<file path="config.mk">
export PLATFORM = sky130hd
export DESIGN_NAME = modbus_velocity_frame_parser
export DESIGN_NICKNAME = d
export VERILOG_FILES = /design/src/hdl/fvp_pkg.sv /design/src/hdl/fvp_front.sv /design/src/hdl/fvp_queue.sv /design/src/hdl/fvp_back.sv /design/src/hdl/modbus_velocity_frame_parser.sv
export VERILOG_INCLUDE_DIRS = /design/src /design/src/hdl
export SDC_FILE = /design/constraint.sdc
export NUM_CORES = 1
export LEC_CHECK = 0
export BUFFER_PORTS_ARGS = -buffer_cell sky130_fd_sc_hd__buf_2
export CAP_MARGIN = 20
export CORE_MARGIN = 2
export CORE_UTILIZATION = 55
export DETAILED_ROUTE_END_ITERATION = 7
export HOLD_SLACK_MARGIN = 0.02
export PLACE_DENSITY_LB_ADDON = 0.15
export SYNTH_ARGS = -nofsm -noshare
export SYNTH_HDL_FRONTEND = slang
export SYNTH_SLANG_ARGS = --single-unit
</file>
<file path="constraint.sdc">
create_clock -name clk -period 6.2 [get_ports clk]
set_input_delay 1.24 -clock clk [delete_from_list [all_inputs] [get_ports clk]]
set_output_delay 1.24 -clock clk [all_outputs]
set_load 0.005 [all_outputs]
</file>
<file path="src/hdl/modbus_velocity_frame_parser_macros.svh">
// ----------------------------------------------------------------------------
// Assertion macros for the Modbus velocity frame parser
// Clocked, reset-qualified implication checks.
// ----------------------------------------------------------------------------
`ifndef MODBUS_VELOCITY_FRAME_PARSER_MACROS_SVH
`define MODBUS_VELOCITY_FRAME_PARSER_MACROS_SVH

// same-cycle implication
`define FVP_ASSERT_NOW(label, clk, rst_n, ante, cons) \
    label: assert property (@(posedge clk) disable iff (!rst_n) (ante) |-> (cons)) \
        else $error("fvp assertion failed");

// next-cycle implication
`define FVP_ASSERT_NEXT(label, clk, rst_n, ante, cons) \
    label: assert property (@(posedge clk) disable iff (!rst_n) (ante) |=> (cons)) \
        else $error("fvp assertion failed");

`endif

</file>
<file path="src/hdl/fvp_pkg.sv">
// ----------------------------------------------------------------------------
// fvp_pkg
// Types, constants and the CRC16-Modbus byte update for the frame parser.
// ----------------------------------------------------------------------------
`default_nettype none

package fvp_pkg;

    localparam int FRAME_LENGTH = 9;

    localparam logic [3:0] POS_HDR0 = 4'd0;
    localparam logic [3:0] POS_HDR1 = 4'd1;
    localparam logic [3:0] POS_HDR2 = 4'd2;
    localparam logic [3:0] POS_B3   = 4'd3;
    localparam logic [3:0] POS_B5   = 4'd5;
    localparam logic [3:0] POS_B6   = 4'd6;
    localparam logic [3:0] POS_B7   = 4'd7;
    localparam logic [3:0] POS_LAST = 4'(FRAME_LENGTH - 1);

    localparam logic [7:0] HDR_ADDR  = 8'h00;
    localparam logic [7:0] HDR_FUNC  = 8'h03;
    localparam logic [7:0] HDR_COUNT = 8'h04;

    localparam logic [15:0] CRC_INIT = 16'hFFFF;
    localparam logic [15:0] CRC_POLY = 16'hA001;

    // velocity = ((word >>> 12) * 25) / 109, |x*25| < 2^24
    localparam int RAW_W   = 20;
    localparam int SCL_W   = 25;
    localparam int MAG_W   = 24;
    localparam int RCP_SH  = 31;
    localparam int PROD_W  = MAG_W + SCL_W;
    localparam int QUO_W   = 17;
    localparam logic signed [SCL_W-1:0] SCALE_MUL = 25'sd25;
    // ceil(2^31 / 109); exact for all magnitudes below 2^24
    localparam logic [SCL_W-1:0] DIV_RECIP = 25'd19701685;
    localparam logic signed [QUO_W:0] VEL_MAX = 18'sd32767;
    localparam logic signed [QUO_W:0] VEL_MIN = -18'sd32768;

    typedef struct packed {
        logic                 crc_match;
        logic [RAW_W-1:0]     speed_raw;
    } fvp_frame_t;

    typedef struct packed {
        logic       valid;
        fvp_frame_t frame;
    } fvp_push_t;

    typedef struct packed {
        logic valid;
        logic full;
    } fvp_qstat_t;

    function automatic logic [15:0] crc_update(input logic [15:0] crc, input logic [7:0] b);
        logic [15:0] c;
        c = crc ^ {8'h00, b};
        for (int i = 0; i < 8; i++)
        begin
            if (c[0])
                c = (c >> 1) ^ CRC_POLY;
            else
                c = c >> 1;
        end
        return c;
    endfunction

endpackage

`default_nettype wire

</file>
<file path="src/hdl/fvp_front.sv">
// ----------------------------------------------------------------------------
// fvp_front
// Byte intake: header check, frame position, CRC, payload capture.
// ----------------------------------------------------------------------------
`default_nettype none

module fvp_front
    import fvp_pkg::*;
(
    input  wire logic       clk,
    input  wire logic       rst_n,
    input  wire logic       take,
    input  wire logic [7:0] rx_byte,
    output fvp_push_t       push
);

    logic [3:0]  pos_reg,  pos_next;
    logic [15:0] crc_reg,  crc_next;
    logic [3:0]  b3hi_reg, b3hi_next;
    logic [7:0]  b5_reg,   b5_next;
    logic [7:0]  b6_reg,   b6_next;
    logic [7:0]  b7_reg,   b7_next;

    logic        wrapped;
    logic [3:0]  pos_cur;
    logic [15:0] crc_cur;
    logic        hdr_ok;

    assign wrapped = pos_reg > POS_LAST;
    assign pos_cur = wrapped ? POS_HDR0 : pos_reg;
    assign crc_cur = wrapped ? CRC_INIT : crc_reg;
    assign hdr_ok  = (pos_cur == POS_HDR0 && rx_byte == HDR_ADDR)
                  || (pos_cur == POS_HDR1 && rx_byte == HDR_FUNC)
                  || (pos_cur == POS_HDR2 && rx_byte == HDR_COUNT)
                  || (pos_cur >= POS_B3);

    always_comb
    begin
        pos_next   = pos_reg;
        crc_next   = crc_reg;
        b3hi_next  = b3hi_reg;
        b5_next    = b5_reg;
        b6_next    = b6_reg;
        b7_next    = b7_reg;
        push.valid = 1'b0;
        push.frame.crc_match = ({rx_byte, b7_reg} == crc_cur);
        push.frame.speed_raw = {b5_reg, b6_reg, b3hi_reg};
        if (take)
        begin
            if (pos_cur == POS_LAST)
            begin
                push.valid = 1'b1;
                pos_next   = POS_HDR0;
                crc_next   = CRC_INIT;
            end
            else if (hdr_ok)
            begin
                case (pos_cur)
                    POS_B3:  b3hi_next = rx_byte[7:4];
                    POS_B5:  b5_next   = rx_byte;
                    POS_B6:  b6_next   = rx_byte;
                    POS_B7:  b7_next   = rx_byte;
                    default: ;
                endcase
                if (pos_cur <= POS_B6)
                    crc_next = crc_update(crc_cur, rx_byte);
                else
                    crc_next = crc_cur;
                pos_next = 4'(pos_cur + 4'd1);
            end
            else
            begin
                pos_next = pos_cur;
                crc_next = crc_cur;
            end
        end
    end

    always_ff @(posedge clk or negedge rst_n)
    begin
        if (!rst_n)
        begin
            pos_reg <= POS_HDR0;
            crc_reg <= CRC_INIT;
        end
        else
        begin
            pos_reg <= pos_next;
            crc_reg <= crc_next;
        end
    end

    always_ff @(posedge clk)
    begin
        b3hi_reg <= b3hi_next;
        b5_reg   <= b5_next;
        b6_reg   <= b6_next;
        b7_reg   <= b7_next;
    end

endmodule

`default_nettype wire

</file>
<file path="src/hdl/fvp_queue.sv">
// ----------------------------------------------------------------------------
// fvp_queue
// Two-entry frame queue between intake and velocity scaling.
// ----------------------------------------------------------------------------
`default_nettype none

module fvp_queue
    import fvp_pkg::*;
(
    input  wire logic       clk,
    input  wire logic       rst_n,
    input  wire fvp_push_t  push,
    input  wire logic       pop,
    output fvp_frame_t      head,
    output fvp_qstat_t      stat
);

    fvp_frame_t entry_reg [2];
    logic       wr_ptr_reg, wr_ptr_next;
    logic       rd_ptr_reg, rd_ptr_next;
    logic [1:0] count_reg,  count_next;

    assign head       = entry_reg[rd_ptr_reg];
    assign stat.valid = count_reg != 2'd0;
    assign stat.full  = count_reg == 2'd2;

    always_comb
    begin
        wr_ptr_next = push.valid ? ~wr_ptr_reg : wr_ptr_reg;
        rd_ptr_next = pop ? ~rd_ptr_reg : rd_ptr_reg;
        count_next  = count_reg;
        if (push.valid && !pop)
            count_next = 2'(count_reg + 2'd1);
        else if (pop && !push.valid)
            count_next = 2'(count_reg - 2'd1);
    end

    always_ff @(posedge clk or negedge rst_n)
    begin
        if (!rst_n)
        begin
            wr_ptr_reg <= 1'b0;
            rd_ptr_reg <= 1'b0;
            count_reg  <= 2'd0;
        end
        else
        begin
            wr_ptr_reg <= wr_ptr_next;
            rd_ptr_reg <= rd_ptr_next;
            count_reg  <= count_next;
        end
    end

    always_ff @(posedge clk)
    begin
        if (push.valid)
            entry_reg[wr_ptr_reg] <= push.frame;
    end

endmodule

`default_nettype wire

</file>
<file path="src/hdl/fvp_back.sv">
// ----------------------------------------------------------------------------
// fvp_back
// Velocity scaling pipeline: x25, divide by 109 via reciprocal, saturate.
// ----------------------------------------------------------------------------
`default_nettype none

module fvp_back
    import fvp_pkg::*;
(
    input  wire logic              clk,
    input  wire logic              rst_n,
    input  wire fvp_frame_t        head,
    input  wire logic              head_valid,
    output logic                   pop,
    output logic                   out_valid,
    input  wire logic              out_stall,
    output logic                   crc_match,
    output logic signed [15:0]     velocity
);

    logic              s1_valid_reg, s2_valid_reg, s3_valid_reg;
    logic              s1_crc_reg,   s2_crc_reg,   s3_crc_reg;
    logic              s1_neg_reg,   s2_neg_reg;
    logic [MAG_W-1:0]  s1_mag_reg;
    logic [QUO_W-1:0]  s2_quo_reg;
    logic signed [15:0] s3_vel_reg;

    logic              adv1, adv2, adv3;
    logic signed [SCL_W-1:0] scaled;
    logic [MAG_W-1:0]  mag;
    logic [PROD_W-1:0] prod;
    logic signed [QUO_W:0]   sq;
    logic signed [15:0] vel_sat;

    assign adv3 = !s3_valid_reg || !out_stall;
    assign adv2 = !s2_valid_reg || adv3;
    assign adv1 = !s1_valid_reg || adv2;
    assign pop  = head_valid && adv1;

    assign scaled = SCL_W'(signed'(head.speed_raw)) * SCALE_MUL;
    assign mag    = scaled[SCL_W-1] ? MAG_W'(-scaled) : scaled[MAG_W-1:0];
    assign prod   = PROD_W'(s1_mag_reg) * PROD_W'(DIV_RECIP);
    assign sq     = s2_neg_reg ? -signed'({1'b0, s2_quo_reg}) : signed'({1'b0, s2_quo_reg});

    always_comb
    begin
        if (sq > VEL_MAX)
            vel_sat = 16'(VEL_MAX);
        else if (sq < VEL_MIN)
            vel_sat = 16'(VEL_MIN);
        else
            vel_sat = sq[15:0];
    end

    assign out_valid = s3_valid_reg;
    assign crc_match = s3_crc_reg;
    assign velocity  = s3_vel_reg;

    always_ff @(posedge clk or negedge rst_n)
    begin
        if (!rst_n)
        begin
            s1_valid_reg <= 1'b0;
            s2_valid_reg <= 1'b0;
            s3_valid_reg <= 1'b0;
        end
        else
        begin
            if (adv1)
                s1_valid_reg <= head_valid;
            if (adv2)
                s2_valid_reg <= s1_valid_reg;
            if (adv3)
                s3_valid_reg <= s2_valid_reg;
        end
    end

    always_ff @(posedge clk)
    begin
        if (pop)
        begin
            s1_crc_reg <= head.crc_match;
            s1_neg_reg <= scaled[SCL_W-1];
            s1_mag_reg <= mag;
        end
        if (adv2 && s1_valid_reg)
        begin
            s2_crc_reg <= s1_crc_reg;
            s2_neg_reg <= s1_neg_reg;
            s2_quo_reg <= prod[RCP_SH+QUO_W-1:RCP_SH];
        end
        if (adv3 && s2_valid_reg)
        begin
            s3_crc_reg <= s2_crc_reg;
            s3_vel_reg <= vel_sat;
        end
    end

endmodule

`default_nettype wire

</file>
<file path="src/hdl/modbus_velocity_frame_parser.sv">
// ----------------------------------------------------------------------------
// modbus_velocity_frame_parser: Modbus read response parser with CRC16 check
// Throughput: one byte per cycle; stalls only while the frame queue is full.
// Result path: a frame completed by its ninth byte is queued, then registered through s1, s2 and s3 to out_valid.
// Reset: async active low; clears position, CRC to 0xFFFF, queue and pipe.
// ----------------------------------------------------------------------------
`default_nettype none

`include "modbus_velocity_frame_parser_macros.svh"

module modbus_velocity_frame_parser
    import fvp_pkg::*;
(
    input  wire logic              clk,
    input  wire logic              rst_n,
    input  wire logic              in_valid,
    output logic                   in_stall,
    input  wire logic [7:0]        rx_byte,
    output logic                   out_valid,
    input  wire logic              out_stall,
    output logic                   crc_match,
    output logic signed [15:0]     velocity
);

    fvp_push_t  push;
    fvp_frame_t head;
    fvp_qstat_t qstat;
    logic       take;
    logic       pop;

    assign in_stall = qstat.full;
    assign take     = in_valid && !in_stall;

    fvp_front u_front (
        .clk     (clk),
        .rst_n   (rst_n),
        .take    (take),
        .rx_byte (rx_byte),
        .push    (push)
    );

    fvp_queue u_queue (
        .clk   (clk),
        .rst_n (rst_n),
        .push  (push),
        .pop   (pop),
        .head  (head),
        .stat  (qstat)
    );

    fvp_back u_back (
        .clk        (clk),
        .rst_n      (rst_n),
        .head       (head),
        .head_valid (qstat.valid),
        .pop        (pop),
        .out_valid  (out_valid),
        .out_stall  (out_stall),
        .crc_match  (crc_match),
        .velocity   (velocity)
    );

    `FVP_ASSERT_NOW(a_no_push_full, clk, rst_n, push.valid, !qstat.full)
    `FVP_ASSERT_NOW(a_pop_has_entry, clk, rst_n, pop, qstat.valid)
    `FVP_ASSERT_NEXT(a_push_fills, clk, rst_n, push.valid && !qstat.valid, qstat.valid)

endmodule

`default_nettype wire

</file>
==> impl_metrics.py <==
metrics = {
    "clocking": {
        "clock_sinks": 159,
        "clock-root-buffer": "clkbuf_16",
        "insertion_delay_ns": 0.43,
        "path_clk_slew_ns": 0.07,
        "cts-hold-fix-buffers": 0,
        "cts_buffer_depth": 2,
        "cts_inserted_buffers": 17,
        "h-tree-depth": 4,
        "cts_tree": "built",
    },
    "global_routing": {
        "antenna_found_initial": 1,
        "grt_pass1_vias": 13500,
        "gr-usage-all-layers": 0.242,
        "grt_pass1_wl_um": 69000,
        "grt_overflow_total": 0,
        "grt_max_degree": 28,
    },
    "timing": {
        "post-route-period-util": 1.07,
        "finalHoldViolations": 0,
        "timing.fmax_ghz": 0.150,
        "worst-slew-pin-transition_ns": 0.920,
        "whs_ns": 0.423,
        "slew_headroom": 0.386,
        "maxSlewViolCount": 0,
        "fin_skew_ns": 0.0120,
        "min_period_ns": 6.66,
        "fin_ws_ns": -0.464,
        "grt_setup_unrepaired": "true",
        "setup_violations": 16,
    },
    "worst_setup_path": {
        "worst-setup-path-type": "flip-flop to flip-flop",
        "setup.worst_path.end": "u_back.s2_quo_reg[5]",
        "reg2reg_depth": 23,
        "startpoint": "u_back.s1_mag_reg[19]",
        "path_max_fanout": 3,
        "ff2ff_setup_slack_ns": -0.46,
        "crit_required_ns": 6.37,
        "critPathLaunchType": "flip-flop",
        "worstSetupEndpointType": "flip-flop",
        "reg2reg_to": "u_back.s2_quo_reg[5]",
        "arrival_ns": 6.84,
        "worstReg2RegStart": "u_back.s1_mag_reg[19]",
    },
    "detailed_routing": {
        "wire_per_inst_um": 17.2,
        "drc": 0,
        "route.vias.total": 13000,
        "viasPerCell": 5.25,
        "dr.pass1.iters": 5,
        "wirelength_um": 42800,
        "ant_nets": 0,
        "drt_iter0_drc": 558,
    },
    "synth": {
        "netlist_area_sq_um": 19600,
        "yosys_warnings": 0,
        "yosysSeqAreaShare": 0.237,
        "syn-instance-count": 1832,
        "synth_edf_count": 132,
        "ys_async_sr_fraction": 0.170,
        "yosysUniqueCellTypes": 76,
        "ys_seq_elements": 159,
        "syn_nets": 2407,
        "ys.flop_type": "edfxtp_1",
        "synth.avg_cell_area_sq_um": 10.7,
    },
    "floorplan": {
        "coreArea_sq_um": 35400,
        "num_io_pins": 31,
        "die_w_um": 193,
        "rows": 69,
        "die-area_sq_um": 37200,
        "die_h_um": 193,
        "initial_core_util": 0.555,
    },
    "placement": {
        "routabilityCongestion": 0.921,
        "hpwl_um": 36300,
        "port_buffers": 30,
    },
    "run_status": {
        "status": "finished with violations",
        "violations": "setup timing",
    },
    "cells_and_area": {
        "syn_to_final_growth_pct": 15.6,
        "post-route-util": 0.641,
        "final_nets": 2585,
        "largest_reg_flops": 42,
        "drive_above_1_share": 0.187,
        "n_antenna_cell": 0,
    },
    "job": {
        "cap_violations": 0,
    },
    "worst_hold_path": {
        "worstHoldPathType": "flip-flop to flip-flop",
    },
}
[critical path, stage by stage (launching register included)]
cell and delay, ns:
edfxtp_1 0.39, inv_2 0.05, fa_1 0.54, inv_2 0.05, buf_6 0.11, fa_2 0.47
fa_1 0.55, fa_1 0.60, fa_2 0.44, fa_1 0.49, inv_1 0.05, fa_1 0.50
inv_2 0.05, ha_4 0.26, nand4_1 0.19, or2_4 0.32, o41ai_4 0.35, buf_6 0.18
o31a_1 0.16, buf_6 0.12, o21ai_4 0.05, a21boi_2 0.15, nor4_1 0.06, a311o_1 0.27
[per-layer routing]
metal / part of all wire / wire length, um / GRT usage / vias to the layer above
met5: 0.00042 / 18 / 0 / -
met4: 0.016 / 673 / 0.0513 / 2
met3: 0.040 / 1710 / 0.0384 / 41
met2: 0.48 / 20700 / 0.411 / 200
met1: 0.46 / 19700 / 0.331 / 6446
li1: - / - / - / 6356
[synth_stat cells, types with 22 or more instances]
library cell,count,area (sq um)
a21o_1,29,218
a21oi_1,57,285
clkbuf_1,25,93.8
edfxtp_1,132,3960
fa_1,251,5020
ha_1,312,3900
inv_1,463,1740
mux2i_1,22,220
nand2_1,46,173
nor2_1,50,188
o21ai_0,46,230
xnor2_1,61,534
xor2_1,55,482
[cell usage in the layout, fill, tap and decap left out, types with 18 or more instances in the layout]
cell type / n
mux2i_1: 22
a21oi_1: 48
inv_2: 25
nor2_1: 47
inv_1: 439
a21o_1: 29
xor2_1: 52
buf_2: 30
buf_4: 153
xnor2_1: 60
fa_1: 233
edfxtp_1: 132
nand2_1: 45
ha_4: 19
o21ai_0: 40
fa_2: 18
ha_1: 292
[logic make-up (layout without fill, tap and decap cells)]
kind of cell,Yosys count,after routing,share of synthesized area
adder cells (fa/ha/maj),563,563,0.455
buffers and inverters,498,689,0.0958
AO/OA/AOI/OAI,250,250,0.0876
AND/OR/NAND/NOR,220,220,0.0592
flip-flops,159,159,0.237
XOR/XNOR,116,116,0.0518
multiplexers,26,26,0.0135
[layout make-up]
type	count	area (sq um)
tap	461	577
sequential	159	4660
multi-input combinational	1175	13700
clock buffer	17	425
inverter	464	1740
timing repair buffer	193	1430
clock inverter	15	193
fill	2805	12700
[how the worst min path moves through the flow]
stage | start | to | slack [ns] | cells after the start
CTS | u_back.s1_neg_reg | u_back.s2_neg_reg | 0.43 | 0
finish | u_back.s1_neg_reg | u_back.s2_neg_reg | 0.42 | 0
global placement | u_back.s2_crc_reg | u_back.crc_match | 0.41 | 0
detailed placement | u_back.s1_neg_reg | u_back.s2_neg_reg | 0.41 | 0
floorplan | u_back.s2_crc_reg | u_back.crc_match | 0.40 | 0
global route | u_back.s1_neg_reg | u_back.s2_neg_reg | 0.43 | 0
[timing repair]
item / in CTS / in global routing
setup buffers: 10 / 7
endpoints found under the setup margin: 17 / 17
resized for setup: 34 / 48
pin swaps: 48 / 24
[stage by stage]
| step | cell area [sq um] | cells | TNS (ns) | worst slack (ns) |
|---|---|---|---|---|
| floorplan | 19800 | 1832 | -0.0372 | -0.0372 |
| CTS | 22400 | 2477 | -5.23 | -0.478 |
| global route | 22700 | 2484 | -9.06 | -0.695 |
| finish | 22700 | 2484 | -5.12 | -0.464 |
| global placement | 21500 | 2436 | -8.59 | -0.818 |
| detailed placement | 21500 | 2437 | -10.58 | -1.01 |
Power is not shown: default switching activity piles up to over one toggle a cycle in this logic, so the estimate is an artifact.
